`src/iirdf2_pkg.sv`:
```
// Package for the Direct Form II IIR filter: default parameter values,
// register and command codes, coefficient slot order, sequencer states and control struct.
// Has no dependencies; every other file of the filter imports it.
package iirdf2_pkg;

	localparam int SAMPLE_WIDTH_DEF = 16;
	localparam int COEF_WIDTH_DEF   = 32;
	localparam int MAX_ORDER_DEF    = 4;

	// State words and coefficient slots are always 32 bits wide.
	localparam int STATE_W = 32;
	localparam int SLOT_W  = 32;

	localparam int CFG_DATA_W  = 64;
	localparam int CFG_INDEX_W = 3;

	localparam logic [CFG_INDEX_W-1:0] REG_ORDER_FOUR = 3'd0;
	localparam logic [CFG_INDEX_W-1:0] REG_B0_B1      = 3'd1;
	localparam logic [CFG_INDEX_W-1:0] REG_B2_B3      = 3'd2;
	localparam logic [CFG_INDEX_W-1:0] REG_B4_A1      = 3'd3;
	localparam logic [CFG_INDEX_W-1:0] REG_A2_A3      = 3'd4;
	localparam logic [CFG_INDEX_W-1:0] REG_A4         = 3'd5;

	localparam logic CMD_FILTER = 1'b0;
	localparam logic CMD_CLEAR  = 1'b1;

	// Coefficient slot order: feedforward taps first, then feedback taps.
	localparam int NUM_COEF   = 9;
	localparam int COEF_IDX_W = 4;
	localparam logic [COEF_IDX_W-1:0] COEF_B0 = 4'd0;
	localparam logic [COEF_IDX_W-1:0] COEF_B1 = 4'd1;
	localparam logic [COEF_IDX_W-1:0] COEF_B2 = 4'd2;
	localparam logic [COEF_IDX_W-1:0] COEF_B3 = 4'd3;
	localparam logic [COEF_IDX_W-1:0] COEF_B4 = 4'd4;
	localparam logic [COEF_IDX_W-1:0] COEF_A1 = 4'd5;
	localparam logic [COEF_IDX_W-1:0] COEF_A2 = 4'd6;
	localparam logic [COEF_IDX_W-1:0] COEF_A3 = 4'd7;
	localparam logic [COEF_IDX_W-1:0] COEF_A4 = 4'd8;

	// b0 comes out of reset as 1.0 in Q4.28.
	localparam logic [SLOT_W-1:0] B0_RESET = 32'h1000_0000;

	typedef enum logic [6:0] {
		ST_IDLE     = 7'b000_0001,
		ST_FBACK    = 7'b000_0010,
		ST_FB_DRAIN = 7'b000_0100,
		ST_FB_ROUND = 7'b000_1000,
		ST_FFWD     = 7'b001_0000,
		ST_FF_DRAIN = 7'b010_0000,
		ST_FF_ROUND = 7'b100_0000
	} seq_state_t;

	// Control from the sequencer to the shared multiply-accumulate unit.
	typedef struct packed {
		logic load_sample; // accumulator takes the input sample, scaled
		logic clear;       // accumulator goes to zero
		logic issue;       // a product is started this cycle
		logic subtract;    // that product is subtracted
		logic to_sample;   // round and clip to the sample range, not the state range
	} mac_ctrl_t;

endpackage

```
`src/iirdf2_if.sv`:
```
// Valid/ready channel interfaces of the IIR filter: sample words in, filtered words out.
// Depends on iirdf2_pkg for the default sample width.
interface iirdf2_in_if
	import iirdf2_pkg::*;
#(
	parameter int SAMPLE_WIDTH = SAMPLE_WIDTH_DEF
);
	logic                           valid;
	logic                           ready;
	logic                           command;
	logic signed [SAMPLE_WIDTH-1:0] sample_in;

	modport source (output valid, output command, output sample_in, input ready);
	modport sink (input valid, input command, input sample_in, output ready);
endinterface

interface iirdf2_out_if
	import iirdf2_pkg::*;
#(
	parameter int SAMPLE_WIDTH = SAMPLE_WIDTH_DEF
);
	logic                           valid;
	logic                           ready;
	logic signed [SAMPLE_WIDTH-1:0] sample_out;
	logic                           saturated;

	modport source (output valid, output sample_out, output saturated, input ready);
	modport sink (input valid, input sample_out, input saturated, output ready);
endinterface

```
`src/iirdf2_mac.sv`:
```
// Shared multiply-accumulate unit of the IIR filter, with rounding and saturation.
// Depends on iirdf2_pkg for the control struct and the state width.
module iirdf2_mac
	import iirdf2_pkg::*;
#(
	parameter int SAMPLE_WIDTH = SAMPLE_WIDTH_DEF,
	parameter int COEF_WIDTH   = COEF_WIDTH_DEF
) (
	input  logic                           clk,
	input  logic                           arst_n,
	input  mac_ctrl_t                      ctrl,
	input  logic signed [SAMPLE_WIDTH-1:0] sample,
	input  logic signed [COEF_WIDTH-1:0]   coef,
	input  logic signed [STATE_W-1:0]      data,
	output logic signed [STATE_W-1:0]      result,
	output logic                           clip
);
	localparam int FRAC   = COEF_WIDTH - 4;
	localparam int PROD_W = COEF_WIDTH + STATE_W;
	// Four guard bits above the product width: room for sixteen full products.
	localparam int ACC_W  = COEF_WIDTH + STATE_W + 4;

	localparam logic signed [ACC_W-1:0] HALF_LSB   = ACC_W'(1) <<< (FRAC - 1);
	localparam logic signed [ACC_W-1:0] SAMPLE_MAX = (ACC_W'(1) <<< (SAMPLE_WIDTH - 1)) - ACC_W'(1);
	localparam logic signed [ACC_W-1:0] SAMPLE_MIN = ~SAMPLE_MAX;
	localparam logic signed [ACC_W-1:0] STATE_MAX  = (ACC_W'(1) <<< (STATE_W - 1)) - ACC_W'(1);
	localparam logic signed [ACC_W-1:0] STATE_MIN  = ~STATE_MAX;

	logic signed [PROD_W-1:0] product_s1;
	logic                     valid_s1;
	logic                     sub_s1;
	logic signed [ACC_W-1:0]  acc_q;
	logic signed [ACC_W-1:0]  rounded;
	logic signed [ACC_W-1:0]  hi_lim;
	logic signed [ACC_W-1:0]  lo_lim;

	always_ff @(posedge clk or negedge arst_n) begin
		if (!arst_n) begin
			valid_s1 <= 1'b0;
		end else begin
			valid_s1 <= ctrl.issue;
		end
	end

	always_ff @(posedge clk) begin
		if (ctrl.issue) begin
			product_s1 <= PROD_W'(coef) * PROD_W'(data);
			sub_s1     <= ctrl.subtract;
		end
		if (ctrl.load_sample) begin
			acc_q <= ACC_W'(sample) <<< FRAC;
		end else if (ctrl.clear) begin
			acc_q <= '0;
		end else if (valid_s1) begin
			if (sub_s1) begin
				acc_q <= acc_q - ACC_W'(product_s1);
			end else begin
				acc_q <= acc_q + ACC_W'(product_s1);
			end
		end
	end

	// Round half up, then clip to the selected range.
	always_comb begin
		rounded = (acc_q + HALF_LSB) >>> FRAC;
		hi_lim  = ctrl.to_sample ? SAMPLE_MAX : STATE_MAX;
		lo_lim  = ctrl.to_sample ? SAMPLE_MIN : STATE_MIN;
		if (rounded > hi_lim) begin
			result = hi_lim[STATE_W-1:0];
			clip   = 1'b1;
		end else if (rounded < lo_lim) begin
			result = lo_lim[STATE_W-1:0];
			clip   = 1'b1;
		end else begin
			result = rounded[STATE_W-1:0];
			clip   = 1'b0;
		end
	end

endmodule

```
`src/iir_direct_form_two_filter.sv`:
```
// Top level of the Direct Form II IIR filter of order 2 or 4.
// Depends on iirdf2_pkg, the channel interfaces in iirdf2_if and the unit iirdf2_mac.
//
// Usage. Coefficients are written through cfg_write, cfg_index and cfg_data while the
// filter is idle: index 0 selects the order, 1 to 4 hold two Q4.28 coefficients each
// (low slot in bits 31:0), 5 holds a4. Words enter on the samples channel: command
// filter runs one sample, command clear zeroes the delay line and yields no word.
// Each filtered word leaves on the results channel with a flag that is set when the
// state or the output was clipped.
// Timing. All products go through one multiplier followed by one accumulator. A sample
// runs from acceptance to a valid result through n feedback products, n being the order,
// a pipeline drain step and a rounding step, then n+1 feedforward products, a drain step
// and a final rounding step. Ready returns together with the result, so the filter takes
// no new sample while it works on one. A clear command is handled in the idle state.
// Reset clears the delay line, selects second order, sets b0 to 1.0 and all other
// coefficients to zero. If the receiver stalls, the finished word waits in the output
// register; the filter takes and works on one more sample and then holds it at the
// final step until the waiting word is taken.
module iir_direct_form_two_filter
	import iirdf2_pkg::*;
#(
	parameter int SAMPLE_WIDTH = SAMPLE_WIDTH_DEF,
	parameter int COEF_WIDTH   = COEF_WIDTH_DEF,
	parameter int MAX_ORDER    = MAX_ORDER_DEF
) (
	input  logic                   clk,
	input  logic                   arst_n,
	input  logic                   cfg_write,
	input  logic [CFG_INDEX_W-1:0] cfg_index,
	input  logic [CFG_DATA_W-1:0]  cfg_data,
	iirdf2_in_if.sink              samples,
	iirdf2_out_if.source           results
);
	localparam int TAP_W = $clog2(MAX_ORDER + 1);
	localparam int IDX_W = $clog2(MAX_ORDER);

	seq_state_t                     state_q;
	logic [TAP_W-1:0]               tap_q;
	logic [TAP_W-1:0]               tap_m1;
	logic [TAP_W-1:0]               n_taps;
	logic                           order_four_q;
	logic [SLOT_W-1:0]              coef_q [NUM_COEF];
	logic signed [STATE_W-1:0]      delay_q [MAX_ORDER];
	logic signed [STATE_W-1:0]      w_q;
	logic                           clip_q;
	logic                           out_valid_q;
	logic signed [SAMPLE_WIDTH-1:0] sample_out_q;
	logic                           saturated_q;

	logic                           accept;
	logic                           out_free;
	logic [COEF_IDX_W-1:0]          coef_idx;
	logic signed [COEF_WIDTH-1:0]   coef;
	logic signed [STATE_W-1:0]      data;
	logic signed [STATE_W-1:0]      mac_result;
	logic                           mac_clip;
	mac_ctrl_t                      mac_ctrl;

	// ---------------------------------------------------------------- configuration
	always_ff @(posedge clk or negedge arst_n) begin
		if (!arst_n) begin
			order_four_q <= 1'b0;
			for (int i = 0; i < NUM_COEF; i++) begin
				coef_q[i] <= (i == int'(COEF_B0)) ? B0_RESET : '0;
			end
		end else if (cfg_write) begin
			unique case (cfg_index)
				REG_ORDER_FOUR: order_four_q <= cfg_data[0];
				REG_B0_B1: begin
					coef_q[COEF_B0] <= cfg_data[31:0];
					coef_q[COEF_B1] <= cfg_data[63:32];
				end
				REG_B2_B3: begin
					coef_q[COEF_B2] <= cfg_data[31:0];
					coef_q[COEF_B3] <= cfg_data[63:32];
				end
				REG_B4_A1: begin
					coef_q[COEF_B4] <= cfg_data[31:0];
					coef_q[COEF_A1] <= cfg_data[63:32];
				end
				REG_A2_A3: begin
					coef_q[COEF_A2] <= cfg_data[31:0];
					coef_q[COEF_A3] <= cfg_data[63:32];
				end
				REG_A4: coef_q[COEF_A4] <= cfg_data[31:0];
				default: ;
			endcase
		end
	end

	// Fourth order only exists when the build has room for four taps.
	assign n_taps = (MAX_ORDER >= 4 && order_four_q) ? TAP_W'(4) : TAP_W'(2);

	// ---------------------------------------------------------------- operand select
	assign accept   = samples.valid && samples.ready;
	assign out_free = !out_valid_q || results.ready;
	assign tap_m1   = tap_q - TAP_W'(1);

	always_comb begin
		// Feedback step k multiplies a(k+1) by tap k; feedforward step 0 multiplies b0 by
		// the new state and step k multiplies b(k) by tap k-1.
		if (state_q == ST_FBACK) begin
			coef_idx = COEF_A1 + COEF_IDX_W'(tap_q);
			data     = delay_q[tap_q[IDX_W-1:0]];
		end else begin
			coef_idx = COEF_B0 + COEF_IDX_W'(tap_q);
			data     = (tap_q == '0) ? w_q : delay_q[tap_m1[IDX_W-1:0]];
		end
		coef = coef_q[coef_idx][COEF_WIDTH-1:0];
	end

	always_comb begin
		mac_ctrl.load_sample = accept && (samples.command == CMD_FILTER);
		mac_ctrl.clear       = (state_q == ST_FB_ROUND);
		mac_ctrl.issue       = (state_q == ST_FBACK) || (state_q == ST_FFWD);
		mac_ctrl.subtract    = (state_q == ST_FBACK);
		mac_ctrl.to_sample   = (state_q == ST_FF_ROUND);
	end

	iirdf2_mac #(
		.SAMPLE_WIDTH (SAMPLE_WIDTH),
		.COEF_WIDTH   (COEF_WIDTH)
	) u_mac (
		.clk    (clk),
		.arst_n (arst_n),
		.ctrl   (mac_ctrl),
		.sample (samples.sample_in),
		.coef   (coef),
		.data   (data),
		.result (mac_result),
		.clip   (mac_clip)
	);

	// ---------------------------------------------------------------- sequencer
	always_ff @(posedge clk or negedge arst_n) begin
		if (!arst_n) begin
			state_q <= ST_IDLE;
			tap_q   <= '0;
			clip_q  <= 1'b0;
			w_q     <= '0;
			for (int i = 0; i < MAX_ORDER; i++) begin
				delay_q[i] <= '0;
			end
		end else begin
			unique case (state_q)
				ST_IDLE: begin
					if (accept) begin
						if (samples.command == CMD_CLEAR) begin
							for (int i = 0; i < MAX_ORDER; i++) begin
								delay_q[i] <= '0;
							end
						end else begin
							state_q <= ST_FBACK;
							tap_q   <= '0;
							clip_q  <= 1'b0;
						end
					end
				end
				ST_FBACK: begin
					if (tap_q == n_taps - TAP_W'(1)) begin
						state_q <= ST_FB_DRAIN;
					end else begin
						tap_q <= tap_q + TAP_W'(1);
					end
				end
				ST_FB_DRAIN: state_q <= ST_FB_ROUND;
				ST_FB_ROUND: begin
					w_q     <= mac_result;
					clip_q  <= mac_clip;
					tap_q   <= '0;
					state_q <= ST_FFWD;
				end
				ST_FFWD: begin
					if (tap_q == n_taps) begin
						state_q <= ST_FF_DRAIN;
					end else begin
						tap_q <= tap_q + TAP_W'(1);
					end
				end
				ST_FF_DRAIN: state_q <= ST_FF_ROUND;
				ST_FF_ROUND: begin
					// Hold here while an earlier word still waits to be taken.
					if (out_free) begin
						delay_q[0] <= w_q;
						for (int k = 1; k < MAX_ORDER; k++) begin
							if (TAP_W'(k) < n_taps) begin
								delay_q[k] <= delay_q[k-1];
							end
						end
						state_q <= ST_IDLE;
					end
				end
				default: state_q <= ST_IDLE;
			endcase
		end
	end

	// The result word is raised by the final rounding step and dropped once it is taken.
	always_ff @(posedge clk or negedge arst_n) begin
		if (!arst_n) begin
			out_valid_q <= 1'b0;
		end else if (state_q == ST_FF_ROUND && out_free) begin
			out_valid_q <= 1'b1;
		end else if (results.ready) begin
			out_valid_q <= 1'b0;
		end
	end

	always_ff @(posedge clk) begin
		if (state_q == ST_FF_ROUND && out_free) begin
			sample_out_q <= mac_result[SAMPLE_WIDTH-1:0];
			saturated_q  <= clip_q || mac_clip;
		end
	end

	assign samples.ready      = (state_q == ST_IDLE);
	assign results.valid      = out_valid_q;
	assign results.sample_out = sample_out_q;
	assign results.saturated  = saturated_q;

	// ---------------------------------------------------------------- checks
	a_result_from_round: assert property (@(posedge clk) disable iff (!arst_n)
		$rose(out_valid_q) |-> $past(state_q == ST_FF_ROUND))
		else $error("result word raised outside the final rounding step");

	a_feedback_tap_range: assert property (@(posedge clk) disable iff (!arst_n)
		(state_q == ST_FBACK) |-> (tap_q < n_taps))
		else $error("feedback tap counter beyond the filter order");

	a_clear_zeroes: assert property (@(posedge clk) disable iff (!arst_n)
		(accept && samples.command == CMD_CLEAR) |=> (delay_q[0] == '0 && delay_q[1] == '0))
		else $error("clear command left the delay line nonzero");

endmodule
```
`src/flat_wrapper.sv`:
```
// flat-port wrapper written by rule: the top's interface ports become plain ports
module iir_direct_form_two_filter_flat import iirdf2_pkg::*;
#(
	parameter int SAMPLE_WIDTH = SAMPLE_WIDTH_DEF,
	parameter int COEF_WIDTH   = COEF_WIDTH_DEF,
	parameter int MAX_ORDER    = MAX_ORDER_DEF
)
  (clk, arst_n, cfg_write, cfg_index, cfg_data, samples_valid, samples_command, samples_sample_in, samples_ready, results_valid, results_sample_out, results_saturated, results_ready);
  iirdf2_in_if #(.SAMPLE_WIDTH(SAMPLE_WIDTH)) samples_i ();
  iirdf2_out_if #(.SAMPLE_WIDTH(SAMPLE_WIDTH)) results_i ();
  input  logic clk;
  input  logic arst_n;
  input  logic cfg_write;
  input  logic [CFG_INDEX_W-1:0] cfg_index;
  input  logic [CFG_DATA_W-1:0] cfg_data;
  input wire logic [$bits(samples_i.valid)-1:0] samples_valid;
  input wire logic [$bits(samples_i.command)-1:0] samples_command;
  input wire logic [$bits(samples_i.sample_in)-1:0] samples_sample_in;
  output wire logic [$bits(samples_i.ready)-1:0] samples_ready;
  output wire logic [$bits(results_i.valid)-1:0] results_valid;
  output wire logic [$bits(results_i.sample_out)-1:0] results_sample_out;
  output wire logic [$bits(results_i.saturated)-1:0] results_saturated;
  input wire logic [$bits(results_i.ready)-1:0] results_ready;
  assign samples_i.valid = samples_valid;
  assign samples_i.command = samples_command;
  assign samples_i.sample_in = samples_sample_in;
  assign samples_ready = samples_i.ready;
  assign results_valid = results_i.valid;
  assign results_sample_out = results_i.sample_out;
  assign results_saturated = results_i.saturated;
  assign results_i.ready = results_ready;
  iir_direct_form_two_filter #(.SAMPLE_WIDTH(SAMPLE_WIDTH), .COEF_WIDTH(COEF_WIDTH), .MAX_ORDER(MAX_ORDER)) u_core (.clk(clk), .arst_n(arst_n), .cfg_write(cfg_write), .cfg_index(cfg_index), .cfg_data(cfg_data), .samples(samples_i), .results(results_i));
endmodule
```
`config.mk`:
```
export PLATFORM = sky130hd
export DESIGN_NAME = iir_direct_form_two_filter_flat
export DESIGN_NICKNAME = d
export VERILOG_FILES = /design/src/iirdf2_pkg.sv /design/src/iirdf2_if.sv /design/src/iirdf2_mac.sv /design/src/iir_direct_form_two_filter.sv /design/src/flat_wrapper.sv
export SDC_FILE = /design/constraint.sdc
export NUM_CORES = 2
export LEC_CHECK = 0
export BUFFER_PORTS_ARGS = -buffer_cell sky130_fd_sc_hd__buf_2
export CORE_MARGIN = 1.5
export CORE_UTILIZATION = 60
export DETAILED_ROUTE_END_ITERATION = 10
export GPL_TIMING_DRIVEN = 1
export PLACE_DENSITY_LB_ADDON = 0.3
export RECOVER_POWER = 25
export SYNTH_ARGS = -nofsm -noshare
export SYNTH_HDL_FRONTEND = slang
export SYNTH_SLANG_ARGS = --single-unit
```
`constraint.sdc`:
```
create_clock -name clk -period 18.8 [get_ports clk]
set_clock_uncertainty 0.1 [all_clocks]
set_input_delay 0 -clock clk [delete_from_list [all_inputs] [get_ports clk]]
set_output_delay 0 -clock clk [all_outputs]
set_load 0.005 [all_outputs]
```
-- Word level (Yosys, flattened, before mapping)
Index checks and enable logic that the tools add are counted.
- input bits: 89
- flip-flop bits (word level): 612
- bitwise gates (word level): 4
- reduce and logical (&&, ||, !) cells: 28
- multiply operators: 1
- magnitude comparators: 8
- mux-type cells: 46
- add/subtract/negate cells: 7
- eq/ne operators: 25
- operators by type and width (cell ; count):
    two-way mux 32 bit ; 13
    two-way mux 128 bit ; 3
    two-way mux 68 bit ; 4
    case mux 128 bit (2 select lines) ; 1
    binary-select mux 32 bit (select 2 bit) ; 2
    binary-select mux 32 bit (select 4 bit) ; 1
    adder 68 x 29 -> 68 bit, second input constant ; 1
    adder 68 x 64 -> 68 bit ; 1
    subtractor 68 x 64 -> 68 bit ; 1
    multiplier 32 x 32 -> 64 bit ; 1
    two-way mux 31 bit ; 2
    case mux 7 bit (7 select lines) ; 1
    > comparator 40 x 32 -> 1 bit ; 1
    less-than comparator 40 x 32 -> 1 bit ; 1
    two-way mux 7 bit ; 5
    AND reduction 5 bit ; 5
    two-way mux 3 bit ; 5
    != test 2 bit, second input constant ; 6
    case mux 3 bit (4 select lines) ; 1
    AND reduction 2 bit ; 6
    != test 2 x 1 -> 1 bit, second input constant ; 5
    equality test 7 x 1 -> 1 bit, second input constant ; 1
    equality test 7 x 2 -> 1 bit, second input constant ; 1
    equality test 7 x 3 -> 1 bit, second input constant ; 1
    other kinds (32) ; 50

-- Depth between registers and ports, before layout
- depth after elaboration: 8
- depth in mapped cells: 44
- mapped depth without buffers: 35

-- By module
From an unflattened synthesis, not the netlist that was laid out.
- cell total of the unflattened synthesis: 7239
- area total of the unflattened synthesis: 71608.7 um^2
- by module, submodules not included (module ; cells an instance ; sequential area each (um^2) ; instances ; area each (um^2)):
    iirdf2_mac ; 5318 ; 3738.6 ; 1 ; 48180.0
    iir_direct_form_two_filter ; 1921 ; 12049.1 ; 1 ; 23428.7

-- Worst setup path after synthesis
Ideal clock, no wire load.
- kind: register to register
- start: reg u_core.tap_q[0]
- end: reg u_core.u_mac.product_s1[62], data pin
- data arrival time: 10536 ps
- cell stages (with the launch flop): 37
- slack: 7901 ps
- period minus slack after synthesis: 10899 ps
- path buffers: 8
- cell sequence: dfrtp_1 -> buf_2 -> buf_2 -> buf_1 -> clkbuf_1 -> inv_1 -> ha_1 -> clkbuf_1 -> mux2i_1 -> buf_2 -> mux4_2 -> mux2i_1 -> nor2_1 -> a21o_1 -> clkbuf_1 -> buf_2 -> nand2_1 -> inv_1 -> fa_1 -> fa_1 -> fa_1 -> fa_1 -> fa_1 -> fa_1 -> fa_1 -> fa_1 -> ha_1 -> a21o_1 -> a21o_1 -> a211oi_1 -> nor2_1 -> o41a_1 -> o31a_1 -> o21ai_1 -> a31oi_1 -> a311oi_1 -> xnor2_1
- cells in the longest elaborated chain, start to end: 8
- elaborated cells on any way between the ends: 19
- RTL lines (item ; line ; source):
    start: declaration ; iir_direct_form_two_filter.sv:38 ; logic [TAP_W-1:0] tap_q;
    start signal: assignment ; iir_direct_form_two_filter.sv:163 ; tap_q <= tap_q + TAP_W'(1);
    start signal: assignment ; iir_direct_form_two_filter.sv:177 ; tap_q <= tap_q + TAP_W'(1);
    branches (longest 7 deep; another with adder 3 x 3 -> 4 bit) ; n/a ;
    multiplier 32 x 32 -> 64 bit * ; iirdf2_mac.sv:47 ; product_s1 <= PROD_W'(coef) * PROD_W'(data);
    end signal: assignment ; iirdf2_mac.sv:47 ;
    end: declaration ; iirdf2_mac.sv:29 ; logic signed [PROD_W-1:0] product_s1;
Mark *: on every way between the ends. The select of a mux whose other input is x is not followed.
A chain may end at the register's enable or synchronous reset.

-- Worst setup path after layout
Ends and elaborated chain as after synthesis.

==> impl_metrics.env <==
export IMPL_min_period_ns=12.90
export IMPL_max_stage_delay_ns=0.99
export IMPL_synth_edf_count=122
export IMPL_grt_total_usage_pct=34.75
export IMPL_setup_viol=0
export IMPL_wl_met1_um=75800
export IMPL_worstPathArrival_ns=13.21
export IMPL_postRouteAntennaNets=0
export IMPL_status="finished with violations"
export IMPL_netlist_area_leader_share_pct=31.24
export IMPL_worst_pin_slew_ns=6.564
export IMPL_rr_worst_depth=31
export IMPL_dr_pass1_iters=8
export IMPL_synthArstFlopShare_pct=75.49
export IMPL_holdCritStartpoint="cfg_data[34]"
export IMPL_first_global_vias=54910
export IMPL_postSynthAreaPerCell_um2=10.02
export IMPL_fin_crit_sh_pct=68.60
export IMPL_synth_cell_types=87
export IMPL_worst_path_max_fanout=37
export IMPL_dr_max_layer_used="met5"
export IMPL_worst_setup_path_end_kind="register"
export IMPL_synthTopCellsByArea="fa_1 (31%), dfrtp_1 (17%), inv_1 (5.6%)"
export IMPL_hpwl_um=145800
export IMPL_grt_pass1_wl_um=311400
export IMPL_fin_nets=8412
export IMPL_synth_yosys_seq_area_share_pct=22.75
export IMPL_min_path_type="in -> reg"
export IMPL_insertion_delay_ns=0.68
export IMPL_drc_errors=0
export IMPL_die_w_um=343.1
export IMPL_timing_setup_critical_path_class="reg -> reg"
export IMPL_cts_reportedPaths_clkPinSlew_ns=0.06
export IMPL_hold_viol=0
export IMPL_place_congestion=0.9863
export IMPL_grt_overflow=0
export IMPL_dpl_cell_count=8300
export IMPL_wirelength_um=199300
export IMPL_rsz0062_at_grt="no"
export IMPL_core_area_um2=114500
export IMPL_syn_area_um2=69400
export IMPL_worst_path_buf_inv=6
export IMPL_htreeDepth=3
export IMPL_routed_via_density=6.109
export IMPL_whs_path_depth=3
export IMPL_die_area_um2=117700
export IMPL_syn_num_nets=8388
export IMPL_yosys_area_top_type="fa_1"
export IMPL_maxSlewViolCount=287
export IMPL_cp_top_family="adder cells"
export IMPL_met2_length_um=90360
export IMPL_cp_common_cell="fa_1"
export IMPL_wl_met3_um=22950
export IMPL_placed_area_um2=71320
export IMPL_pin_count=108
export IMPL_cts_tree="built"
export IMPL_core_rowCount=124
export IMPL_yosysWarnings=0
export IMPL_maxSlewHeadroom_pct=-337.6
export IMPL_n_fill_cell=8929
export IMPL_syn2layout_area_growth_pct=7.639
export IMPL_port_buffers=107
export IMPL_syn_inst=6929
export IMPL_cts_resized_gates=0
export IMPL_fp_dieH_um=343.1
export IMPL_r2r_start="u_core.tap_q[0]"
export IMPL_instances_no_fill=8522
export IMPL_clock_fmax_ghz=0.07754
export IMPL_r2r_end="u_core.u_mac.product_s1[62]"
export IMPL_whs_endpoint="u_core.coef_q[98]"
export IMPL_reg2reg_slack_ns=5.90
export IMPL_crit_path_top_delay_cell="a21oi_2"
export IMPL_clockRootBuffer="clkbuf_16"
export IMPL_start_util_pct=60.61
export IMPL_maxCapViolations=4
export IMPL_antenna_found_initial=2
export IMPL_crit_required_ns=19.11
export IMPL_ys_ff_latch=612
export IMPL_clk_path_buf_depth=3
export IMPL_synth_ff_type="dfrtp_1"
export IMPL_grt_start_max_net_pins=120
export IMPL_vias=52060
export IMPL_fin_area_um2=74700
export IMPL_drive_above_1_share_pct=12.30
export IMPL_cts_sinks=612
export IMPL_drt_iter0_markers=5083
export IMPL_tns_ns=0
export IMPL_drt_wirelength_per_cell_um=23.39
export IMPL_violations="capacitance limit, slew limit"
export IMPL_start_kind="register"
export IMPL_cts_made_buffers=70
-- registers in the layout (all words and copies together), names as in the netlist --
signal	flops
u_core.u_mac.product_s1	64
u_core.delay_q	128
u_core.results.saturated	1
u_core.u_mac.valid_s1	1
u_core.results.valid	1
u_core.coef_q	288
u_core.order_four_q	1
u_core.clip_q	1
u_core.u_mac.sub_s1	1
u_core.results.sample_out	16
u_core.tap_q	3
u_core.u_mac.acc_q	68
u_core.state_q	7
u_core.w_q	32
-- per-layer routing --
layer  up-vias  GRT usage (%)
li1      22310              -
met1     26400          45.35
met2      2785          54.23
met3       569          10.27
met4         2          15.13
met5         -              0
-- synthesized netlist by cell type, types with 23 or more instances --
cell type	number
nand2b_1	43
o21ai_1	33
inv_1	1039
o21ai_0	257
and3_1	33
mux2i_1	72
xor2_1	59
a22o_1	36
fa_1	1083
mux4_2	126
buf_2	84
a21oi_1	192
and2_1	31
o21a_1	35
clkbuf_1	240
a21o_1	110
xnor2_1	163
nand4_1	37
dfrtp_1	460
a31oi_1	42
mux2_2	312
edfxtp_1	122
nand2_1	844
or2_2	23
nand3_1	63
o21bai_1	32
dfxtp_1	28
ha_1	287
nor3_1	40
nor2_1	713
-- layout make-up --
cell class                 count  area, um^2  area share, %
antenna                        1       2.502       0.003350
multi-input combinational   4918       48340          64.71
inverter                    1040        3905          5.228
timing repair buffer         311        2261          3.027
sequential                   612       15790          21.14
tap                         1512        1892          2.533
clock buffer                  98        1989          2.663
clock inverter                30       515.5         0.6901
-- layout by cell type, fill, tap and decap left out, types with 107 or more instances in the layout --
cell,synthesis,routed
mux4_2,126,126
nor2_1,713,713
ha_1,287,287
buf_4,16,107
xnor2_1,163,161
mux2_2,312,312
inv_1,1039,1038
o21ai_0,257,249
a21o_1,110,110
edfxtp_1,122,122
nand2_1,844,843
fa_1,1083,1083
dfrtp_1,460,458
a21oi_1,192,192
-- kinds of logic (layout without fill, tap and decap cells) --
group / count (synthesis) / after routing / synth area share, %
fa+ha+maj: 1370 / 1370 / 36.42
flops: 612 / 612 / 22.75
mux: 512 / 512 / 10.27
other cells: 0 / 1 / 0
compound gates: 893 / 893 / 8.200
simple gates: 1921 / 1921 / 11.71
buf+inv: 1399 / 1479 / 7.854
xor+xnor: 222 / 222 / 2.802
-- worst register-to-register path, delay by kind of cell (launching register included) --
family,cells,cell delay (ns)
fa+ha+maj,10,4.82
compound gates,8,3.38
buf+inv,6,2.13
mux,3,0.87
flops,1,0.82
simple gates,3,0.42
xor+xnor,1,0.11
-- stage by stage --
step	setup slack [ns]	hold slack, ns	utilization (%)
2_1_floorplan	7.901	-0.3956	-
3_3_place_gp	6.359	0.06545	62.29
3_5_place_dp	6.010	0.06733	62.29
4_1_cts	6.002	0.01982	65.30
5_1_grt	5.357	0.05952	65.24
6_report	5.904	0.04678	65.24
-- what timing repair did --
| item | in CTS | in global routing |
|---|---|---|
| buffers inserted | 0 | 0 |
| hold buffers | 93 | 0 |
| hold endpoints to repair | 431 | 0 |
-- worst max path at each step --
stage / to / depth (start not counted) / startpoint / slack [ns]
after global routing: u_core.u_mac.product_s1[62] / 31 / u_core.tap_q[0] / 5.36
final: u_core.u_mac.product_s1[62] / 31 / u_core.tap_q[0] / 5.90
after global placement: u_core.u_mac.product_s1[62] / 36 / u_core.tap_q[0] / 6.36
after CTS: u_core.u_mac.product_s1[62] / 31 / u_core.tap_q[0] / 6.00
after detailed placement: u_core.u_mac.product_s1[62] / 31 / u_core.tap_q[0] / 6.01
after floorplan: u_core.u_mac.product_s1[62] / 36 / u_core.tap_q[0] / 7.90
Power is left out: the tool's default activity adds up to more than one toggle a clock period on the data nets, which glitch-free logic cannot reach.
